`src/hw/rtl/qtg_pkg.sv`:
```
// shared types, constants and helpers for the quintic trajectory generator
package qtg_pkg;

   // geometry and field widths
   localparam int AXES      = 3;
   localparam int FRAC_BITS = 24;
   localparam int POS_W     = 23;
   localparam int STATE_W   = 24;
   localparam int PER_W     = 17;
   localparam int DUR_W     = 26;
   localparam int ELA_W     = 27;
   localparam int S_W       = FRAC_BITS + 1;
   localparam int MUL_W     = STATE_W + 2;
   localparam int PROD_W    = 2 * MUL_W;
   localparam int ACC_W     = 30;
   localparam int OFF_W     = PROD_W - FRAC_BITS;
   localparam int SUM_W     = OFF_W + 1;
   localparam int CNT_W     = $clog2(FRAC_BITS + 1);
   localparam int AX_W      = (AXES > 1) ? $clog2(AXES) : 1;

   // request tdata layout, lowest bits first
   localparam int PER_LSB     = 0;
   localparam int START_LSB   = PER_LSB + PER_W;
   localparam int TARGET_LSB  = START_LSB + AXES * POS_W;
   localparam int DUR_LSB     = TARGET_LSB + AXES * POS_W;
   localparam int REQ_BITS    = DUR_LSB + DUR_W;
   localparam int REQ_DATA_W  = ((REQ_BITS + 7) / 8) * 8;

   // response tdata layout
   localparam int RSP_BITS    = AXES * POS_W;
   localparam int RSP_DATA_W  = ((RSP_BITS + 7) / 8) * 8;

   // opcodes carried in tuser
   localparam logic OP_TICK = 1'b0;
   localparam logic OP_MOVE = 1'b1;

   // fixed-point constants
   localparam logic [S_W-1:0]          ONE_S   = S_W'(1) << FRAC_BITS;
   localparam logic signed [ACC_W-1:0] ONE_ACC = ACC_W'(1) << FRAC_BITS;
   localparam logic signed [MUL_W-1:0] COEF_3  = MUL_W'(10);
   localparam logic signed [MUL_W-1:0] COEF_4  = -MUL_W'(15);
   localparam logic signed [MUL_W-1:0] COEF_5  = MUL_W'(6);
   localparam logic signed [PROD_W-1:0] HALF_LSB = PROD_W'(1) << (FRAC_BITS - 1);
   localparam logic signed [SUM_W-1:0] POS_MAX = SUM_W'(4000000);
   localparam logic signed [SUM_W-1:0] POS_MIN = -SUM_W'(4000000);
   localparam logic signed [POS_W-1:0] CMD_MAX = POS_W'(4000000);
   localparam logic signed [POS_W-1:0] CMD_MIN = -POS_W'(4000000);

   // sequencer steps on the shared multiplier
   localparam int STEP_W = $clog2(7 + AXES);
   localparam logic [STEP_W-1:0] STEP_S2   = STEP_W'(0);
   localparam logic [STEP_W-1:0] STEP_S3   = STEP_W'(1);
   localparam logic [STEP_W-1:0] STEP_S4   = STEP_W'(2);
   localparam logic [STEP_W-1:0] STEP_S5   = STEP_W'(3);
   localparam logic [STEP_W-1:0] STEP_P3   = STEP_W'(4);
   localparam logic [STEP_W-1:0] STEP_P4   = STEP_W'(5);
   localparam logic [STEP_W-1:0] STEP_P5   = STEP_W'(6);
   localparam logic [STEP_W-1:0] STEP_AX0  = STEP_W'(7);
   localparam logic [STEP_W-1:0] STEP_LAST = STEP_W'(7 + AXES - 1);

   typedef enum logic [2:0] {
      ST_IDLE,
      ST_START,
      ST_DIV,
      ST_MUL,
      ST_WB,
      ST_OUT
   } seq_state_type;

   // status seen by the sequencer
   typedef struct packed {
      logic req_valid;
      logic is_move;
      logic tick_ok;
      logic div_done;
      logic out_free;
   } seq_stat_type;

   // controls driven by the sequencer
   typedef struct packed {
      logic              req_ready;
      logic              load_move;
      logic              tick_go;
      logic              div_start;
      logic              mul_en;
      logic              wb_en;
      logic              out_load;
      logic [STEP_W-1:0] step;
   } seq_ctrl_type;

   // sign extend a position field to the stored width
   function automatic logic signed [STATE_W-1:0] sext_pos(input logic [POS_W-1:0] v);
      return {{(STATE_W - POS_W){v[POS_W-1]}}, v};
   endfunction

endpackage

```
`src/hw/rtl/qtg_mul.sv`:
```
// shared signed multiplier with a registered product
module qtg_mul
   import qtg_pkg::*;
(
   input  logic                     clock,
   input  logic                     en,
   input  logic signed [MUL_W-1:0]  op_a,
   input  logic signed [MUL_W-1:0]  op_b,
   output logic signed [PROD_W-1:0] prod
);

   logic signed [PROD_W-1:0] prod_ff, prod_in;

   // full-width product, held until the next issue
   always_comb begin
      prod_in = prod_ff;
      if (en) begin
         prod_in = op_a * op_b;
      end
   end

   always_ff @(posedge clock) begin
      prod_ff <= prod_in;
   end

   assign prod = prod_ff;

endmodule

```
`config.mk`:
```
export PLATFORM = sky130hd
export DESIGN_NAME = qtg_mul
export DESIGN_NICKNAME = d
export VERILOG_FILES = /design/src/hw/rtl/qtg_pkg.sv /design/src/hw/rtl/qtg_mul.sv
export SDC_FILE = /design/constraint.sdc
export NUM_CORES = 2
export LEC_CHECK = 0
export BUFFER_PORTS_ARGS = -buffer_cell sky130_fd_sc_hd__buf_2
export CAP_MARGIN = 20
export CORE_MARGIN = 2
export CORE_UTILIZATION = 66
export CTS_CLUSTER_SIZE = 24
export DETAILED_ROUTE_END_ITERATION = 12
export PLACE_DENSITY = 0.84
export SYNTH_ARGS = -nofsm -noshare
export SYNTH_HDL_FRONTEND = slang
export SYNTH_SLANG_ARGS = --single-unit
```
`constraint.sdc`:
```
create_clock -name clock -period 9.6 [get_ports clock]
set_input_delay 1.92 -clock clock [delete_from_list [all_inputs] [get_ports clock]]
set_output_delay 1.92 -clock clock [all_outputs]
set_load 0.02 [all_outputs]
```
==> results.ini <==
[synthesis]
synth_edf_count = 52
ys.warnings.count = 0
syn_area_sq_mm = 0.02614
netlist_top_cells_area = fa_1 54%, inv_1 11%, ha_1 7.0%
syn_area_per_cell_sq_um = 9.460
syn_nets = 3673
synthFlopType = edfxtp_1
synthCells = 2763
synth_area_leader_cell = fa_1
yosys_register_bits = 52
async_reset_ff_share_pct = 0
yosysTopAreaCellShare_pct = 54.38
ys_types = 54
ys_seq_area_share_pct = 5.974

[drt]
drc_errors = 0
wl_per_cell_um = 19.63
drt_wl_total_um = 64700
via_count = 18900
ant_nets = 0
drt_iter0_drc = 1470
first_pass_iters = 5
vias_per_cell = 5.735

[die]
start_util_pct = 67.32
rows = 72
die_x_um = 203.0
core_area_sq_mm = 0.03883
die_height_um = 203.0
die_area_sq_mm = 0.04121
io_pins = 106

[global_routing]
busiest_layer = met2
grt_overflow = 0
grt_pass1_wl_um = 106500
grt_pass1_vias = 21210
grtUsageMet2_pct = 59.60
grt_max_degree = 53
grt_use_met1_pct = 38.99
use_met3_pct = 4.270
track_usage_pct = 33.44
antenna_found_initial = 2

[sta]
finalHoldViolCount = 0
grt_setup_unrepaired = false
tightest_slew_ns = 0.7193
fin_crit_ns = 8.951
maxSlewHeadroom_pct = 51.96
finalSetupViolations = 0
drv_slew = 0
period_share_pct = 93.24
timing.setup.tns_ns = 0
max_freq_mhz = 111.7

[clock_network]
cts_buffer_depth = 2
cts_tree = yes
cts_hold_buf = 0
clkSlewWorstSetupHoldPaths_ns = 0.07
ctsResizeCount = 0
cts-buffers-inserted = 5
post_cts.repair.setup_buffers = 0
root_buffer = clkbuf_16
clkSinkCount = 52
htree_levels = 2

[critical_path]
required_ns = 9.64
cp-start-kind = input pin
crit_fanout = 11
arrival_ns = 8.99
crit_type = input pin to register
critPathCaptureType = register

[place]
port_buffers = 105
post-dp-hpwl_um = 55690
place_inst = 3287
place_congestion = 0.9697

[final_layout]
area.growth.synth_to_final_pct = 4.093
largest_register_ff_count = 52
final_util_pct = 70.07
antenna_cells = 0
instances_no_fill = 3296
drive_above_1_share_pct = 5.580
nets = 3687

[outcome]
outcome = completed

[min_path]
hp-class = input pin to register

[run]
drv_cap = 0

==> Yosys cell counts (all sizes together) (2+ instances only) <==
library cell	number
ha	146
o311ai	2
or2	3
nor2b	2
o21ai	26
nor2	50
inv	737
or3	3
xor2	11
edfxtp	52
fa	710
a221oi	2
and2	282
o2111ai	3
a221o	2
nand2b	7
o211ai	9
o21bai	8
o21a	4
o22ai	3
xnor2	46
or4	3
a21oi	57
clkbuf	122
nand4	11
nand2	398
a21o	20
a211oi	9
nand3	11
nor3	4
a31oi	4
==> layer usage <==
layer	part of all wire [%]	wire (um)	up-vias
li1	-	-	7957
met1	34	21700	9756
met2	53	34030	899
met3	6.8	4382	287
met4	7.1	4564	4
met5	0.045	29	-
==> critical path, stage by stage <==
cell and delay (ns):
buf_2 0.27, buf_4 0.22, nand2_1 0.09, fa_1 0.54
inv_1 0.06, fa_1 0.54, inv_1 0.06, fa_1 0.54
inv_1 0.06, fa_1 0.49, inv_1 0.05, fa_1 0.53
inv_1 0.05, fa_1 0.49, inv_1 0.05, fa_1 0.49
inv_1 0.07, ha_1 0.35, a21oi_1 0.08, o21ai_0 0.52
o21ai_0 0.19, o211ai_1 0.24, nand3_1 0.23, a211oi_1 0.53
nor3_1 0.09, nand4bb_1 0.20
==> metrics by stage <==
step	instance area [sq um]	hold WS, ns	setup WS, ns
3_5_place_dp	27030	2.362	0.4208
2_1_floorplan	26140	2.033	1.124
4_1_cts	27190	2.146	0.7180
6_report	27210	2.043	0.6494
5_1_grt	27210	2.045	0.3488
3_3_place_gp	27030	2.368	0.5113
==> cell usage in the layout (no fill, tap or decap), types with 3 or more instances in the layout <==
cell	count
o2111ai_1	3
o21ai_0	25
a211oi_1	8
xnor2_1	46
o21bai_1	8
nand3_1	11
ha_1	146
a21o_1	18
and2_1	281
clkbuf_16	5
or3_1	3
fa_1	710
or2_2	3
xor2_1	11
a31oi_1	4
o211ai_1	7
nand2_1	398
nand4_1	11
a21oi_1	55
edfxtp_1	52
nand2b_1	7
nor3_1	4
o21a_1	4
nor2_1	50
buf_4	24
inv_1	737
or4_1	3
buf_2	105
==> cell type report <==
cell class	instances	area [sq um]
fill	2865	11620
multi-input combinational	1851	21350
tap	518	648.1
clock buffer	5	125.1
sequential	52	1562
timing repair buffer	130	725.7
inverter	737	2766
clock inverter	3	33.78
==> cells by family (layout without fill, tap and decap cells) <==
group,Yosys count,in the layout,share of synthesized area [%]
AO/OA/AOI/OAI,160,160,4.083
XOR/XNOR,57,57,1.910
adder cells (fa/ha/maj),856,856,61.37
buffers and inverters,860,875,12.36
flip-flops,52,52,5.974
AND/OR/NAND/NOR,778,778,14.31
==> final timing paths <==
path / slack [ns] / start / depth (start not counted) / end
worst max-delay path: 0.65 / op_b[2] / 26 / prod[51]
worst min-delay path: 2.04 / en / 1 / prod[50]
Power is left out: the tool's default activity adds up to more than one toggle a clock period on the data nets, which glitch-free logic cannot reach.
