$ cat src/hw/rtl/qtg_pkg.sv
// shared types, constants and helpers for the quintic trajectory generator
package qtg_pkg;

   // geometry and field widths
   localparam int AXES      = 3;
   localparam int FRAC_BITS = 24;
   localparam int POS_W     = 23;
   localparam int STATE_W   = 24;
   localparam int PER_W     = 17;
   localparam int DUR_W     = 26;
   localparam int ELA_W     = 27;
   localparam int S_W       = FRAC_BITS + 1;
   localparam int MUL_W     = STATE_W + 2;
   localparam int PROD_W    = 2 * MUL_W;
   localparam int ACC_W     = 30;
   localparam int OFF_W     = PROD_W - FRAC_BITS;
   localparam int SUM_W     = OFF_W + 1;
   localparam int CNT_W     = $clog2(FRAC_BITS + 1);
   localparam int AX_W      = (AXES > 1) ? $clog2(AXES) : 1;

   // request tdata layout, lowest bits first
   localparam int PER_LSB     = 0;
   localparam int START_LSB   = PER_LSB + PER_W;
   localparam int TARGET_LSB  = START_LSB + AXES * POS_W;
   localparam int DUR_LSB     = TARGET_LSB + AXES * POS_W;
   localparam int REQ_BITS    = DUR_LSB + DUR_W;
   localparam int REQ_DATA_W  = ((REQ_BITS + 7) / 8) * 8;

   // response tdata layout
   localparam int RSP_BITS    = AXES * POS_W;
   localparam int RSP_DATA_W  = ((RSP_BITS + 7) / 8) * 8;

   // opcodes carried in tuser
   localparam logic OP_TICK = 1'b0;
   localparam logic OP_MOVE = 1'b1;

   // fixed-point constants
   localparam logic [S_W-1:0]          ONE_S   = S_W'(1) << FRAC_BITS;
   localparam logic signed [ACC_W-1:0] ONE_ACC = ACC_W'(1) << FRAC_BITS;
   localparam logic signed [MUL_W-1:0] COEF_3  = MUL_W'(10);
   localparam logic signed [MUL_W-1:0] COEF_4  = -MUL_W'(15);
   localparam logic signed [MUL_W-1:0] COEF_5  = MUL_W'(6);
   localparam logic signed [PROD_W-1:0] HALF_LSB = PROD_W'(1) << (FRAC_BITS - 1);
   localparam logic signed [SUM_W-1:0] POS_MAX = SUM_W'(4000000);
   localparam logic signed [SUM_W-1:0] POS_MIN = -SUM_W'(4000000);
   localparam logic signed [POS_W-1:0] CMD_MAX = POS_W'(4000000);
   localparam logic signed [POS_W-1:0] CMD_MIN = -POS_W'(4000000);

   // sequencer steps on the shared multiplier
   localparam int STEP_W = $clog2(7 + AXES);
   localparam logic [STEP_W-1:0] STEP_S2   = STEP_W'(0);
   localparam logic [STEP_W-1:0] STEP_S3   = STEP_W'(1);
   localparam logic [STEP_W-1:0] STEP_S4   = STEP_W'(2);
   localparam logic [STEP_W-1:0] STEP_S5   = STEP_W'(3);
   localparam logic [STEP_W-1:0] STEP_P3   = STEP_W'(4);
   localparam logic [STEP_W-1:0] STEP_P4   = STEP_W'(5);
   localparam logic [STEP_W-1:0] STEP_P5   = STEP_W'(6);
   localparam logic [STEP_W-1:0] STEP_AX0  = STEP_W'(7);
   localparam logic [STEP_W-1:0] STEP_LAST = STEP_W'(7 + AXES - 1);

   typedef enum logic [2:0] {
      ST_IDLE,
      ST_START,
      ST_DIV,
      ST_MUL,
      ST_WB,
      ST_OUT
   } seq_state_type;

   // status seen by the sequencer
   typedef struct packed {
      logic req_valid;
      logic is_move;
      logic tick_ok;
      logic div_done;
      logic out_free;
   } seq_stat_type;

   // controls driven by the sequencer
   typedef struct packed {
      logic              req_ready;
      logic              load_move;
      logic              tick_go;
      logic              div_start;
      logic              mul_en;
      logic              wb_en;
      logic              out_load;
      logic [STEP_W-1:0] step;
   } seq_ctrl_type;

   // sign extend a position field to the stored width
   function automatic logic signed [STATE_W-1:0] sext_pos(input logic [POS_W-1:0] v);
      return {{(STATE_W - POS_W){v[POS_W-1]}}, v};
   endfunction

endpackage

$ cat src/hw/rtl/qtg_seq.sv
// sequencer: takes items, runs the divider and steps the shared multiplier
module qtg_seq
   import qtg_pkg::*;
(
   input  logic         clock,
   input  logic         reset,
   input  seq_stat_type stat,
   output seq_ctrl_type ctrl
);

   seq_state_type     state_ff, state_in;
   logic [STEP_W-1:0] step_ff, step_in;

   always_ff @(posedge clock) begin
      if (reset) begin
         state_ff <= ST_IDLE;
         step_ff  <= STEP_S2;
      end else begin
         state_ff <= state_in;
         step_ff  <= step_in;
      end
   end

   // next state and controls
   always_comb begin
      state_in  = state_ff;
      step_in   = step_ff;
      ctrl      = '0;
      ctrl.step = step_ff;
      unique case (state_ff)
         ST_IDLE: begin
            ctrl.req_ready = 1'b1;
            if (stat.req_valid) begin
               if (stat.is_move) begin
                  ctrl.load_move = 1'b1;
               end else if (stat.tick_ok) begin
                  ctrl.tick_go = 1'b1;
                  state_in     = ST_START;
               end
            end
         end
         ST_START: begin
            ctrl.div_start = 1'b1;
            state_in       = ST_DIV;
         end
         ST_DIV: begin
            if (stat.div_done) begin
               step_in  = STEP_S2;
               state_in = ST_MUL;
            end
         end
         ST_MUL: begin
            ctrl.mul_en = 1'b1;
            state_in    = ST_WB;
         end
         ST_WB: begin
            ctrl.wb_en = 1'b1;
            if (step_ff == STEP_LAST) begin
               state_in = ST_OUT;
            end else begin
               step_in  = step_ff + STEP_W'(1);
               state_in = ST_MUL;
            end
         end
         ST_OUT: begin
            if (stat.out_free) begin
               ctrl.out_load = 1'b1;
               state_in      = ST_IDLE;
            end
         end
         default: begin
            state_in = ST_IDLE;
         end
      endcase
   end

endmodule

$ cat config.mk
export PLATFORM = sky130hd
export DESIGN_NAME = qtg_seq
export DESIGN_NICKNAME = d
export VERILOG_FILES = /design/src/hw/rtl/qtg_pkg.sv /design/src/hw/rtl/qtg_seq.sv
export SDC_FILE = /design/constraint.sdc
export NUM_CORES = 1
export LEC_CHECK = 0
export BUFFER_PORTS_ARGS = -buffer_cell sky130_fd_sc_hd__buf_2
export CAP_MARGIN = 40
export CELL_PAD_IN_SITES_DETAIL_PLACEMENT = 2
export CELL_PAD_IN_SITES_GLOBAL_PLACEMENT = 2
export CORE_UTILIZATION = 27
export DETAILED_ROUTE_END_ITERATION = 10
export PLACE_DENSITY_LB_ADDON = 0.1
export SLEW_MARGIN = 10
export SYNTH_ARGS = -nofsm -noshare
export SYNTH_HDL_FRONTEND = slang
export SYNTH_SLANG_ARGS = --single-unit
$ cat constraint.sdc
create_clock -name clock -period 3.69 [get_ports clock]
set_input_delay 0.738 -clock clock [delete_from_list [all_inputs] [get_ports clock]]
set_output_delay 0.738 -clock clock [all_outputs]
set_load 0.05 [all_outputs]
==> summary.txt <==
Timing
  – Final slew viol count: 0
  – Final Setup Violations: 0
  – Worst-Margin Slew: 409.2 ps
  – Post-route minimum period: 2359 ps
  – Slew HR: 72.69%
  – Final Hold Fails: 0
  – RSZ-0062 raised after global routing: false
  – Period Utilization, post-route: 63.92%
  – Total negative slack: 0 ps
  – Clk_skew: 9.045 ps
  – Max frequency: 0.4240 GHz

GRT
  – First-pass GRT wire length: 2263 um
  – GRT Resource Usage Total: 15.85%
  – Initial antenna violation count: 0
  – GRT overflow: 0
  – Vias in the first global route: 500
  – Largest net degree at the start of global routing: 14

Die
  – Die height: 44.19 um
  – Horiz. Die Dim: 44.19 um
  – Io pins: 18
  – CORE AREA: 0.001577 mm2
  – Starting Density: 30.48%
  – DIE AREA: 0.001952 mm2
  – # rows: 14

Yosys
  – Syn. warnings: 0
  – Main synth FF type: dfxtp_1
  – Share of flip-flops with an asynchronous set or reset: 0%
  – Count leader, synth: dfxtp_1
  – Post-synthesis sequential area ratio: 29.17%
  – Yosys reg bits: 7
  – Top cells by area, synth: dfxtp_1 29%, nand2b_1 6.5%, nand3b_1 6.3%
  – Yosys top cell area share: 29.17%
  – Synthesized cell area: 480.5 um2
  – Post-synth EDFFs: 0
  – Mapped Nets: 65
  – Leading area contributor after synthesis: dfxtp_1
  – Avg Cell Area, Syn: 8.580 um2
  – Post-synthesis cell type count: 31
  – Synthesized instance count: 56
  – Most frequent cells after synthesis: 7 x dfxtp_1, 5 x nand2b_1, 4 x a21oi_1, 4 x nand3b_1

Finish
  – NumNets Final: 83
  – P&R area growth vs syn: 23.44%
  – Design area: 593.1 um2
  – Finished Core Util: 37.62%
  – Fraction of layout cells with a size suffix above 1: 34.25%
  – ANT cells: 0
  – Post-Layout Cell Count: 89

Pwr
  – Int Pwr: 0.1376 mW
  – Clk pwr share: 33.7%
  – Sequential Power Share: 41.4%
  – P_sw: 0.07651 mW
  – Leakage: 0.2666 nW
  – Power Total: 0.2141 mW
  – PwrDens: 361.0 mW/mm2
  – Worst vdd ir: 0.0002043 V
  – Switching Share: 35.73%
  – Logic pwr share: 24.9%

Routing
  – Antenna viol nets, final: 0
  – First DRT Iteration DRCs: 4
  – Via count: 482
  – DRC: 0
  – Via density: 5.416
  – Routed len/inst: 14.15 um
  – Final wirelength: 1259 um
  – First-pass detailed-route iteration total: 6

Place
  – Port Buffers: 17
  – Placed Area: 566.8 um2
  – Dpl hpwl: 908.1 um
  – Dpl cells: 85
  – GPL Wtd Cong: 0.6305

Clock tree
  – Clk root buf: clkbuf_4
  – Hold Buf Count CTS: 0
  – Post-CTS setup buffer count: 0
  – CTS tree: built
  – CTS Buffer Depth: 2
  – CTS sink cnt: 7
  – CTS clock-pin slew for the worst setup and hold paths: 50 ps
  – H-tree lvl count: 1
  – CTS Buf Count: 3
  – Clk_lat worst skew: 260 ps
  – PostCTS Resize Cnt: 0

Critical path
  – Worst Setup End Kind: output port
  – WP data required: 2950 ps
  – Crit path arrival time: 1620 ps
  – Crit-path max FO: 12
  – Startpoint class of the critical path: flip-flop
  – Setup CP Type: reg2out

Min path
  – Hold Path Class: reg2reg

Job
  – Max-cap viol count: 0

Run status
  – Status: completed
## power groups by stage
stage | clock, mW | sequential [mW] | combinational, mW
2_1_floorplan | 0 | 0.0831 | 0.0482
4_1_cts | 0.0759 | 0.0889 | 0.0538
3_5_place_dp | 0 | 0.0905 | 0.0535
6_report | 0.0722 | 0.0887 | 0.0532
3_3_place_gp | 0 | 0.0905 | 0.0533
5_1_grt | 0.0805 | 0.0904 | 0.0577
## placed cells by master, fill, tap and decap left out, types with 2 or more instances in the layout
cell | Yosys | layout
buf_2 | 3 | 17
dfxtp_1 | 7 | 7
nand2b_1 | 5 | 5
nand3b_1 | 4 | 4
a21oi_1 | 4 | 4
nand2_1 | 3 | 3
clkbuf_4 | 0 | 3
nor2_1 | 2 | 2
and3_1 | 2 | 2
and3b_1 | 2 | 2
o211ai_1 | 2 | 2
ha_1 | 2 | 2
## state kept, by name, summed over array words and instances, names as in the netlist
signal / cells
state_ff: 3
step_ff: 4
## through the flow
stage,setup WS (ps),hold slack [ps]
after floorplan,602.8,623.9
after global placement,1491,548.5
after detailed placement,1464,575.6
after CTS,1314,582.6
after global routing,1242,600.4
final,1331,565.3
## layout make-up
class | instances | area [um2]
clock buffer | 4 | 26.28
fill | 193 | 983.4
inverter | 2 | 8.758
multi-input combinational | 43 | 312.8
sequential | 7 | 140.1
tap | 16 | 20.02
timing repair buffer | 17 | 85.08
## worst max-delay path: stages, from the launching register on
cell      delay [ps]
dfxtp_1          540
or3b_4           450
clkinv_2         110
buf_2            270
## final timing paths
| kind | cells after the start | start | slack, ps | to |
|---|---|---|---|---|
| setup / recovery | 3 | state_ff[2] | 1330 | ctrl[5] |
| hold / removal | 2 | step_ff[1] | 570 | step_ff[1] |
| setup reg to reg | 3 | state_ff[2] | 2120 | step_ff[1] |
| hold reg to reg | 2 | step_ff[1] | 570 | step_ff[1] |
## routing by layer
layer / global-route usage, % / wire [um] / up-vias
met4: 3.636 / 0 / 0
met2: 25.00 / 598 / 14
met1: 19.70 / 579 / 230
met5: 0 / 0 / -
met3: 7.347 / 80 / 0
li1: - / - / 238
## kinds of logic (layout without fill, tap and decap cells)
logic type,Yosys count,after routing,share of synthesized area [%]
flip-flops,7,7,29.17
XOR/XNOR,1,1,1.823
AO/OA/AOI/OAI,13,13,21.35
AND/OR/NAND/NOR,27,27,36.72
buffers and inverters,6,23,5.726
adder cells (fa/ha/maj),2,2,5.208
(Power assumes the default switching activity.)
