## src/hw/rtl/qtg_pkg.sv

```systemverilog
// shared types, constants and helpers for the quintic trajectory generator
package qtg_pkg;

   // geometry and field widths
   localparam int AXES      = 3;
   localparam int FRAC_BITS = 24;
   localparam int POS_W     = 23;
   localparam int STATE_W   = 24;
   localparam int PER_W     = 17;
   localparam int DUR_W     = 26;
   localparam int ELA_W     = 27;
   localparam int S_W       = FRAC_BITS + 1;
   localparam int MUL_W     = STATE_W + 2;
   localparam int PROD_W    = 2 * MUL_W;
   localparam int ACC_W     = 30;
   localparam int OFF_W     = PROD_W - FRAC_BITS;
   localparam int SUM_W     = OFF_W + 1;
   localparam int CNT_W     = $clog2(FRAC_BITS + 1);
   localparam int AX_W      = (AXES > 1) ? $clog2(AXES) : 1;

   // request tdata layout, lowest bits first
   localparam int PER_LSB     = 0;
   localparam int START_LSB   = PER_LSB + PER_W;
   localparam int TARGET_LSB  = START_LSB + AXES * POS_W;
   localparam int DUR_LSB     = TARGET_LSB + AXES * POS_W;
   localparam int REQ_BITS    = DUR_LSB + DUR_W;
   localparam int REQ_DATA_W  = ((REQ_BITS + 7) / 8) * 8;

   // response tdata layout
   localparam int RSP_BITS    = AXES * POS_W;
   localparam int RSP_DATA_W  = ((RSP_BITS + 7) / 8) * 8;

   // opcodes carried in tuser
   localparam logic OP_TICK = 1'b0;
   localparam logic OP_MOVE = 1'b1;

   // fixed-point constants
   localparam logic [S_W-1:0]          ONE_S   = S_W'(1) << FRAC_BITS;
   localparam logic signed [ACC_W-1:0] ONE_ACC = ACC_W'(1) << FRAC_BITS;
   localparam logic signed [MUL_W-1:0] COEF_3  = MUL_W'(10);
   localparam logic signed [MUL_W-1:0] COEF_4  = -MUL_W'(15);
   localparam logic signed [MUL_W-1:0] COEF_5  = MUL_W'(6);
   localparam logic signed [PROD_W-1:0] HALF_LSB = PROD_W'(1) << (FRAC_BITS - 1);
   localparam logic signed [SUM_W-1:0] POS_MAX = SUM_W'(4000000);
   localparam logic signed [SUM_W-1:0] POS_MIN = -SUM_W'(4000000);
   localparam logic signed [POS_W-1:0] CMD_MAX = POS_W'(4000000);
   localparam logic signed [POS_W-1:0] CMD_MIN = -POS_W'(4000000);

   // sequencer steps on the shared multiplier
   localparam int STEP_W = $clog2(7 + AXES);
   localparam logic [STEP_W-1:0] STEP_S2   = STEP_W'(0);
   localparam logic [STEP_W-1:0] STEP_S3   = STEP_W'(1);
   localparam logic [STEP_W-1:0] STEP_S4   = STEP_W'(2);
   localparam logic [STEP_W-1:0] STEP_S5   = STEP_W'(3);
   localparam logic [STEP_W-1:0] STEP_P3   = STEP_W'(4);
   localparam logic [STEP_W-1:0] STEP_P4   = STEP_W'(5);
   localparam logic [STEP_W-1:0] STEP_P5   = STEP_W'(6);
   localparam logic [STEP_W-1:0] STEP_AX0  = STEP_W'(7);
   localparam logic [STEP_W-1:0] STEP_LAST = STEP_W'(7 + AXES - 1);

   typedef enum logic [2:0] {
      ST_IDLE,
      ST_START,
      ST_DIV,
      ST_MUL,
      ST_WB,
      ST_OUT
   } seq_state_type;

   // status seen by the sequencer
   typedef struct packed {
      logic req_valid;
      logic is_move;
      logic tick_ok;
      logic div_done;
      logic out_free;
   } seq_stat_type;

   // controls driven by the sequencer
   typedef struct packed {
      logic              req_ready;
      logic              load_move;
      logic              tick_go;
      logic              div_start;
      logic              mul_en;
      logic              wb_en;
      logic              out_load;
      logic [STEP_W-1:0] step;
   } seq_ctrl_type;

   // sign extend a position field to the stored width
   function automatic logic signed [STATE_W-1:0] sext_pos(input logic [POS_W-1:0] v);
      return {{(STATE_W - POS_W){v[POS_W-1]}}, v};
   endfunction

endpackage

```

## src/hw/rtl/qtg_div.sv

```systemverilog
// iterative restoring divider giving s = elapsed / duration in unsigned q1.24
module qtg_div
   import qtg_pkg::*;
(
   input  logic             clock,
   input  logic             reset,
   input  logic             start,
   input  logic [ELA_W-1:0] elapsed,
   input  logic [DUR_W-1:0] duration,
   output logic             done,
   output logic [S_W-1:0]   quot
);

   logic [ELA_W-1:0] rem_ff, rem_in;
   logic [S_W-1:0]   quo_ff, quo_in;
   logic [CNT_W-1:0] cnt_ff, cnt_in;
   logic             busy_ff, busy_in;
   logic             done_ff, done_in;
   logic [ELA_W-1:0] rem2;
   logic [ELA_W-1:0] dur_ext;

   assign dur_ext = ELA_W'(duration);
   assign rem2    = {rem_ff[ELA_W-2:0], 1'b0};

   // one quotient bit per cycle, clamp at one when elapsed reaches duration
   always_comb begin
      rem_in  = rem_ff;
      quo_in  = quo_ff;
      cnt_in  = cnt_ff;
      busy_in = busy_ff;
      done_in = 1'b0;
      if (start) begin
         if (elapsed >= dur_ext) begin
            quo_in  = ONE_S;
            busy_in = 1'b0;
            done_in = 1'b1;
         end else begin
            rem_in  = elapsed;
            quo_in  = '0;
            cnt_in  = CNT_W'(FRAC_BITS);
            busy_in = 1'b1;
         end
      end else if (busy_ff) begin
         if (rem2 >= dur_ext) begin
            rem_in = rem2 - dur_ext;
            quo_in = {quo_ff[S_W-2:0], 1'b1};
         end else begin
            rem_in = rem2;
            quo_in = {quo_ff[S_W-2:0], 1'b0};
         end
         cnt_in = cnt_ff - CNT_W'(1);
         if (cnt_ff == CNT_W'(1)) begin
            busy_in = 1'b0;
            done_in = 1'b1;
         end
      end
   end

   always_ff @(posedge clock) begin
      if (reset) begin
         busy_ff <= 1'b0;
         done_ff <= 1'b0;
         cnt_ff  <= '0;
      end else begin
         busy_ff <= busy_in;
         done_ff <= done_in;
         cnt_ff  <= cnt_in;
      end
      rem_ff <= rem_in;
      quo_ff <= quo_in;
   end

   assign done = done_ff;
   assign quot = quo_ff;

endmodule

```

## config.mk

```make
export PLATFORM = sky130hd
export DESIGN_NAME = qtg_div
export DESIGN_NICKNAME = d
export VERILOG_FILES = /design/src/hw/rtl/qtg_pkg.sv /design/src/hw/rtl/qtg_div.sv
export SDC_FILE = /design/constraint.sdc
export NUM_CORES = 1
export LEC_CHECK = 0
export ABC_AREA = 1
export ABC_CLOCK_PERIOD_IN_PS = 4850
export BUFFER_PORTS_ARGS = -buffer_cell sky130_fd_sc_hd__buf_2
export CORE_UTILIZATION = 28
export DETAILED_ROUTE_END_ITERATION = 6
export PLACE_DENSITY = 0.47
export SLEW_MARGIN = 40
export SYNTH_ARGS = -nofsm -noshare
export SYNTH_HDL_FRONTEND = slang
export SYNTH_SLANG_ARGS = --single-unit
```

## constraint.sdc

```tcl
create_clock -name clock -period 4.85 [get_ports clock]
set_input_delay 0.485 -clock clock [delete_from_list [all_inputs] [get_ports clock]]
set_output_delay 0.485 -clock clock [all_outputs]
set_load 0.02 [all_outputs]
```

==> results summary, run 1 <==
The flow ran to the end, but the final reports show violations. The checks that failed: design-rule violations. The fill cell total of the finished layout is 2021.

The number of inserted diodes came out at 0. The global-route congestion overflow total is 0. The residual antenna-violating net count after detailed routing came out at 0.

The H-tree generated during clock tree synthesis spans 3 levels. Hold timing on the final database bottoms out at a slack of 325 ps. The data arrival at the endpoint of the critical path came out at 3140 ps.

The measured slew at the worst slew-check pin came out at 832 ps. The number of global-route vias before repair came to 5086. The TritonCTS clock tree is built.

The overall routed net length came out at 15.9 mm. Counting instances in the post-synthesis netlist gives the leading cell types as 255 x sky130_fd_sc_hd__nand2_1, 139 x sky130_fd_sc_hd__inv_1, 67 x sky130_fd_sc_hd__nor2_1. The area taken by flip-flops and latches is 1670 µm². The fraction of registers with async set/reset is 0%. In this run, the number of DRC markers left after iteration 0 of detailed routing was 285. The post-detailed-route wirelength per cell came out at 14.6 µm. The most used flip-flop cell after synthesis is sky130_fd_sc_hd__edfxtp_1. Yosys attributes the largest share of cell area to sky130_fd_sc_hd__edfxtp_1 29%, sky130_fd_sc_hd__nand2_1 18%, sky130_fd_sc_hd__ha_1 13%. The path type of the worst min-delay path is primary input to flop. The share of cells above drive strength 1 came out at 13.8%. The number of nets in the layout came out at 969. The total number of vias came out at 4990. The final max-slew violation count is 0. The critical path is of the primary input to flop type. STA classifies the critical path endpoint as a flop. The number of synthesis warnings came out at 0. The half-perimeter wire length after detailed placement came out at 12.4 mm. The total negative slack for setup checks came out at 0 ps. The number of top-level pins is 82. In the global route stage, overall resource usage came out at 17.4%. Routability-driven placement finished with a final weighted congestion of 0.905. Setup repair after global routing left no endpoint under its margin.

The area of the core came out at 18200 µm². The cell area after synthesis is 5270 µm². The shortest period the worst path allows is 2900 ps. The number of buffer cells added on primary ports is 81. The maximum number of pins on one net before global-route repair came out at 53. In the post-synthesis netlist, the cell with the most instances is sky130_fd_sc_hd__nand2_1. The count of final hold-check violations is 0. Counting every sink on the clock net gives 58. The largest total area in the synthesized netlist belongs to sky130_fd_sc_hd__edfxtp_1. The top fanout value on the critical path came out at 16. Counting every net in the synthesized netlist gives 887. VDD sags by at most 185 µV. Clock-pin slew was measured on the worst setup and hold paths at 60 ps. The total of cells resized after clock tree synthesis is 0.

The buffer depth of the longest clock path came out at 2. Once the floorplan was initialized, standard cells occupied 29.0% of the core. After floorplanning, the core was divided into 49 placement rows.

At the worst endpoint, the required time is 5090 ps. The maximum clock skew at final layout came out at 5.70 ps. The initial antenna violation count is 0. The portion of the clock cycle consumed by the worst path in the final layout is 59.8%.

The DRC violation count after routing is 3. The flip-flop and latch count after synthesis is 58. STA classifies the critical path startpoint as a primary input. The horizontal extent of the die came out at 139 µm.

The tree is rooted in a sky130_fd_sc_hd__clkbuf_16. The length in cells of the worst reg-to-reg path is 13. Counting instances, the worst hold path has a depth of 2. The first global-routing pass estimated 26.2 mm of wire. Across the run, the number of max-cap violations was 0. The CTS buffer count came out at 9. The leakage power is 3.31 nW. In this run the biggest area consumer among cell types represents 29.0% of the synthesized area. The synthesized netlist contains 33 unique library cells.

After clock tree synthesis, the flow added hold-fix buffers numbering 0. The setup slack at placement came out at 1670 ps. The tightest slew margin relative to the limit is 44.4%. The pre-antenna-repair detailed-routing pass consisted of 6 iterations. For the worst-skew pair, the clock arrives at the later sink with an insertion delay of 340 ps. The total power per unit cell area came out at 312 nW/µm². The die span in y came out at 139 µm. Based on the critical path, the design can be clocked at up to 345 MHz. Compared with the post-synthesis result, the final layout area differs by 18.5%. Summing the sequential cell areas from Yosys gives 31.7% of the chip area. In this run, synthesis inferred 51 flip-flops with an integrated enable.

The area of combinational cells with multiple inputs came out at 2990 µm². The post-CTS setup buffer count is 0. Setup violations remaining at the end of the flow were counted as 0. The setup slack of the critical path after layout came out at 1950 ps. The area enclosed by the die boundary is 19400 µm². Synthesis produced 776 cells. Each instance of the synthesized netlist takes up on average 6.80 µm².

The mean number of vias per cell came out at 4.57.
[placed cells by master (no fill, tap or decap), drive strengths merged]
cell type  instances
nor2              73
o22ai              1
inv              143
or2                2
o21bai             5
o21ai             24
edfxtp            51
nand3b            12
buf               85
clkbuf             9
and2               1
a21oi             35
nor4               1
nor2b              1
ha                54
nand4             16
dfxtp              7
nand2            259
clkinvlp           1
xor2               1
a21o               2
nand3             59
xnor2             11
nor3               4
fa                 1
clkinv             3
bufinv             2
[stage by stage]
| stage | instances | total power [mW] | cell area [µm²] | utilization, % |
|---|---|---|---|---|
| 6_report | 1092 | 1.95 | 6250 | 34.3 |
| 5_1_grt | 1092 | 2.08 | 6250 | 34.3 |
| 4_1_cts | 1092 | 1.97 | 6250 | 34.3 |
| 3_5_place_dp | 1076 | 1.24 | 5920 | 32.5 |
| 3_3_place_gp | 1076 | 1.24 | 5920 | 32.5 |
| 2_1_floorplan | 776 | 1.06 | 5270 | - |
[metal layers]
metal | track usage, % | vias up | routed length (µm)
li1 | - | 2640 | -
met3 | 3.03 | 14 | 543
met5 | 0 | - | 0
met1 | 24.2 | 2257 | 8190
met4 | 5.38 | 0 | 212
met2 | 27.3 | 79 | 6950
[final cells by class]
cell class	count	area share, %
clock inverter	7	1.64
timing repair buffer	85	6.97
clock buffer	9	3.61
tap	229	4.59
multi-input combinational	562	47.9
sequential	58	26.8
inverter	142	8.53
[final timing paths]
kind / end / slack, ps / from
worst max register to register: rem_ff[17] / 2170 / rem_ff[5]
worst max-delay path: cnt_ff[4] / 1950 / duration[19]
worst min-delay path: cnt_ff[1] / 320 / reset
worst min register to register: cnt_ff[0] / 490 / cnt_ff[0]
[cells by family (layout without fill, tap and decap cells)]
kind of cell    Yosys count  after routing  synth area share (%)
compound gates           67             67                  6.71
xor+xnor                 12             12                  1.99
fa+ha+maj                55             55                  13.2
buf+inv                 156            243                  11.6
flops                    58             58                  31.7
simple gates            428            428                  34.8
[report_power, final]
group	switching [mW]	total [mW]	leakage, nW	internal [mW]
combinational	0.389	0.599	2.59	0.210
sequential	0.0244	0.630	0.564	0.605
clock	0.266	0.721	0.156	0.454
[sequential cells by signal (all words and copies together), names as in the netlist]
| register | flops |
|---|---|
| rem_ff | 26 |
| quot | 25 |
| cnt_ff | 5 |
| busy_ff | 1 |
| done | 1 |
[critical path, stage by stage]
cell	delay, ps
sky130_fd_sc_hd__buf_2	70
sky130_fd_sc_hd__inv_1	50
sky130_fd_sc_hd__ha_1	380
sky130_fd_sc_hd__nand4_1	190
sky130_fd_sc_hd__nor3_1	450
sky130_fd_sc_hd__nand3_1	190
sky130_fd_sc_hd__nand4_1	160
sky130_fd_sc_hd__nand2_1	510
sky130_fd_sc_hd__buf_4	440
sky130_fd_sc_hd__o21bai_1	160
sky130_fd_sc_hd__inv_1	50
No activity file was read; power rests on OpenSTA's default activity.
==> run 2, diff against run 1 <==
- ABC_CLOCK_PERIOD_IN_PS: 4850 -> 2650
- PLACE_DENSITY: 0.47 -> 0.49
- clock period: 4.85 -> 2.65 ns (I/O delays scaled with it)
==> results summary, run 2 (same netlist as run 1, synthesis figures left out) <==
The met2 layer usage reported by global route came out at 26.3% (-1.0 points). The setup slack of the critical path after layout was 283 ps (-1670 ps). The worst hold path belongs to the class primary input to flop. The maximum resistive drop on vdd is 301 µV (+63%).

The post-detailed-route wirelength per cell was 13.9 µm (-4.8%). The global placement routability congestion came out at 0.886 (-2.1%). The total number of vias is 4967 (-0.46%). The tightest slew margin relative to the limit came out at 71.4% (+27 points).

STA classifies the critical path startpoint as a flop. The number of DRC markers in iteration 0 is 288 (+1.1%). The layout-stage area growth over the synthesis result came out at 19.7%. The total power per unit cell area came out at 561 nW/µm² (+80%). The number of flip-flops under the largest register name came out at 26 (unchanged).

The maximum achievable frequency is 422 MHz. The worst path in the final design needs a cycle of 2370 ps, including I/O delays and setup. The number of buffer cells added on primary ports came out at 81 (unchanged). The number of buffers added to fix hold violations after cts is 0 (unchanged). The clock transition time at the flip-flop clock pins of the worst setup and hold paths came out at 60 ps (about the same). The area enclosed by the die boundary is 19400 µm² (unchanged). The share of cells above drive strength 1 came to 14.3% (+0.48 points). The maximum number of pins on one net before global-route repair is 33 (-38%). The CTS sink count was 58 (unchanged). The overall routed net length came to 15.2 mm (-4.3%). The die span in y came out at 139 µm (unchanged). The register containing the most flip-flops in the final layout is rem_ff. The number of global-route vias before repair is 4869 (-4.3%). The run finished, with violations left. Setup repair after global routing left no endpoint under its margin.

The setup slack at placement is 277 ps (-1390 ps). The global-route usage over all layers is 16.3% (-1.1 points). The measured slew at the worst slew-check pin is 426 ps (-406 ps). The residual antenna-violating net count after detailed routing was 0 (unchanged).

The count of final setup violators is 0 (unchanged). The total of cells resized after clock tree synthesis was 0 (unchanged). The area of the core came to 18200 µm² (unchanged).

The leakage power is 3.35 nW (+1.1%). The element type at the critical path end is a flop. The data arrival at the endpoint of the critical path was 2460 ps (-680 ps). The first-pass iteration count of the detailed router is 7 (+1). The maximum clock skew at final layout is 4.63 ps (-1.08 ps). After global routing, the most crowded layer is met2. The buffer depth of the longest clock path is 2 (unchanged). The total negative slack for setup checks came out at 0 ps (unchanged). The final max-slew violation count came out at 0 (unchanged). The routing usage on met3 came to 2.51% (-0.52 points). The wire length of the first global-routing pass came out at 24.8 mm (-5.6%). The initial core utilization is 29.0% (unchanged). The mean number of vias per cell is 4.52 (-1.0%). The global-route track usage on met1 came to 22.4% (-1.8 points). The post-CTS setup buffer count came out at 0 (unchanged). The CTS buffer count came out at 9 (unchanged). The count of max-cap constraint violations is 0 (unchanged). The horizontal extent of the die came out at 139 µm (unchanged). The cell sitting at the root of the clock tree is a sky130_fd_sc_hd__clkbuf_16.

TritonCTS built the clock tree. The count of final hold-check violations came out at 0 (unchanged). The required time of the worst setup path came out at 2740 ps (-2350 ps). The final design area excluding fillers was 6310 µm² (+1.1%). The standard-cell row count is 49 (unchanged). The global-route congestion overflow total is 0 (unchanged). The clock latency reported for the late side of the worst-skew pair is 330 ps (about the same). The post-placement cell area is 5990 µm² (+1.1%). The H-tree depth was 3 (unchanged).

The category of the critical setup timing path is flop to flop. The initial antenna violation count came out at 0 (unchanged). The number of inserted diodes is 0 (unchanged).

The top fanout value on the critical path came out at 32 (+16). The final reports fail on design-rule violations. The half-perimeter wire length after detailed placement came out at 12.3 mm (-0.67%). The final critical path takes up 89.3% of the cycle. The DRC violation count after routing came out at 2 (-1).

The number of nets in the layout is 975 (+0.62%). The number of top-level pins is 82 (unchanged). The library cells used most frequently in the layout, excluding fill and tap cells, are 255 x sky130_fd_sc_hd__nand2_1, 139 x sky130_fd_sc_hd__inv_1, 81 x sky130_fd_sc_hd__buf_2, 67 x sky130_fd_sc_hd__nor2_1, 58 x sky130_fd_sc_hd__nand3_1. Leaving out fill and tap cells, the most frequent cell in the layout is sky130_fd_sc_hd__nand2_1.
run 2: metrics by stage:
stage	std cells	util, %	hold slack [ps]	power [mW]
2_1_floorplan	776	-	334	1.95
3_3_place_gp	1082	32.9	453	2.27
3_5_place_dp	1082	32.9	453	2.28
4_1_cts	1098	34.7	93.0	3.59
5_1_grt	1098	34.7	109	3.77
6_report	1098	34.7	106	3.54
run 2: power breakdown:
part / internal (mW) / leakage, nW / switching (mW)
clock: 0.830 / 0.156 / 0.454
sequential: 1.11 / 0.564 / 0.0424
combinational: 0.401 / 2.63 / 0.706
run 2: path summary, 6_finish.rpt:
check             startpoint    endpoint  slack, ps  depth (start not counted)
hold / removal         reset   cnt_ff[1]        110                          2
setup reg to reg  rem_ff[15]  rem_ff[16]        280                         13
hold reg to reg    cnt_ff[4]   cnt_ff[4]        480                          2
setup / recovery  rem_ff[15]  rem_ff[16]        280                         13
run 2: cell type report:
type,instances,area (µm²)
Clock buffer,9,225
Timing Repair Buffer,91,505
Sequential cell,58,1670
Multi-Input combinational cell,562,2990
Tap cell,229,287
Clock inverter,7,103
Inverter,142,533
Fill cell,1994,11900
run 2: critical path, stage by stage (launching register included):
cell                       delay, ps
sky130_fd_sc_hd__edfxtp_1        380
sky130_fd_sc_hd__ha_1            390
sky130_fd_sc_hd__nand2_1         130
sky130_fd_sc_hd__nor2_1          210
sky130_fd_sc_hd__nand2_1         110
sky130_fd_sc_hd__nor2_2          110
sky130_fd_sc_hd__nand2_1          70
sky130_fd_sc_hd__nand2_1          80
sky130_fd_sc_hd__nor2_2           50
sky130_fd_sc_hd__nand2_4          80
sky130_fd_sc_hd__buf_12          190
sky130_fd_sc_hd__nand3_1         140
sky130_fd_sc_hd__nand3_1          90
sky130_fd_sc_hd__nand2_1          60
run 2: layer usage:
layer,vias up,wire (µm)
met1,2221,7580
met5,-,0
li1,2649,-
met3,12,772
met4,0,182
met2,85,6670
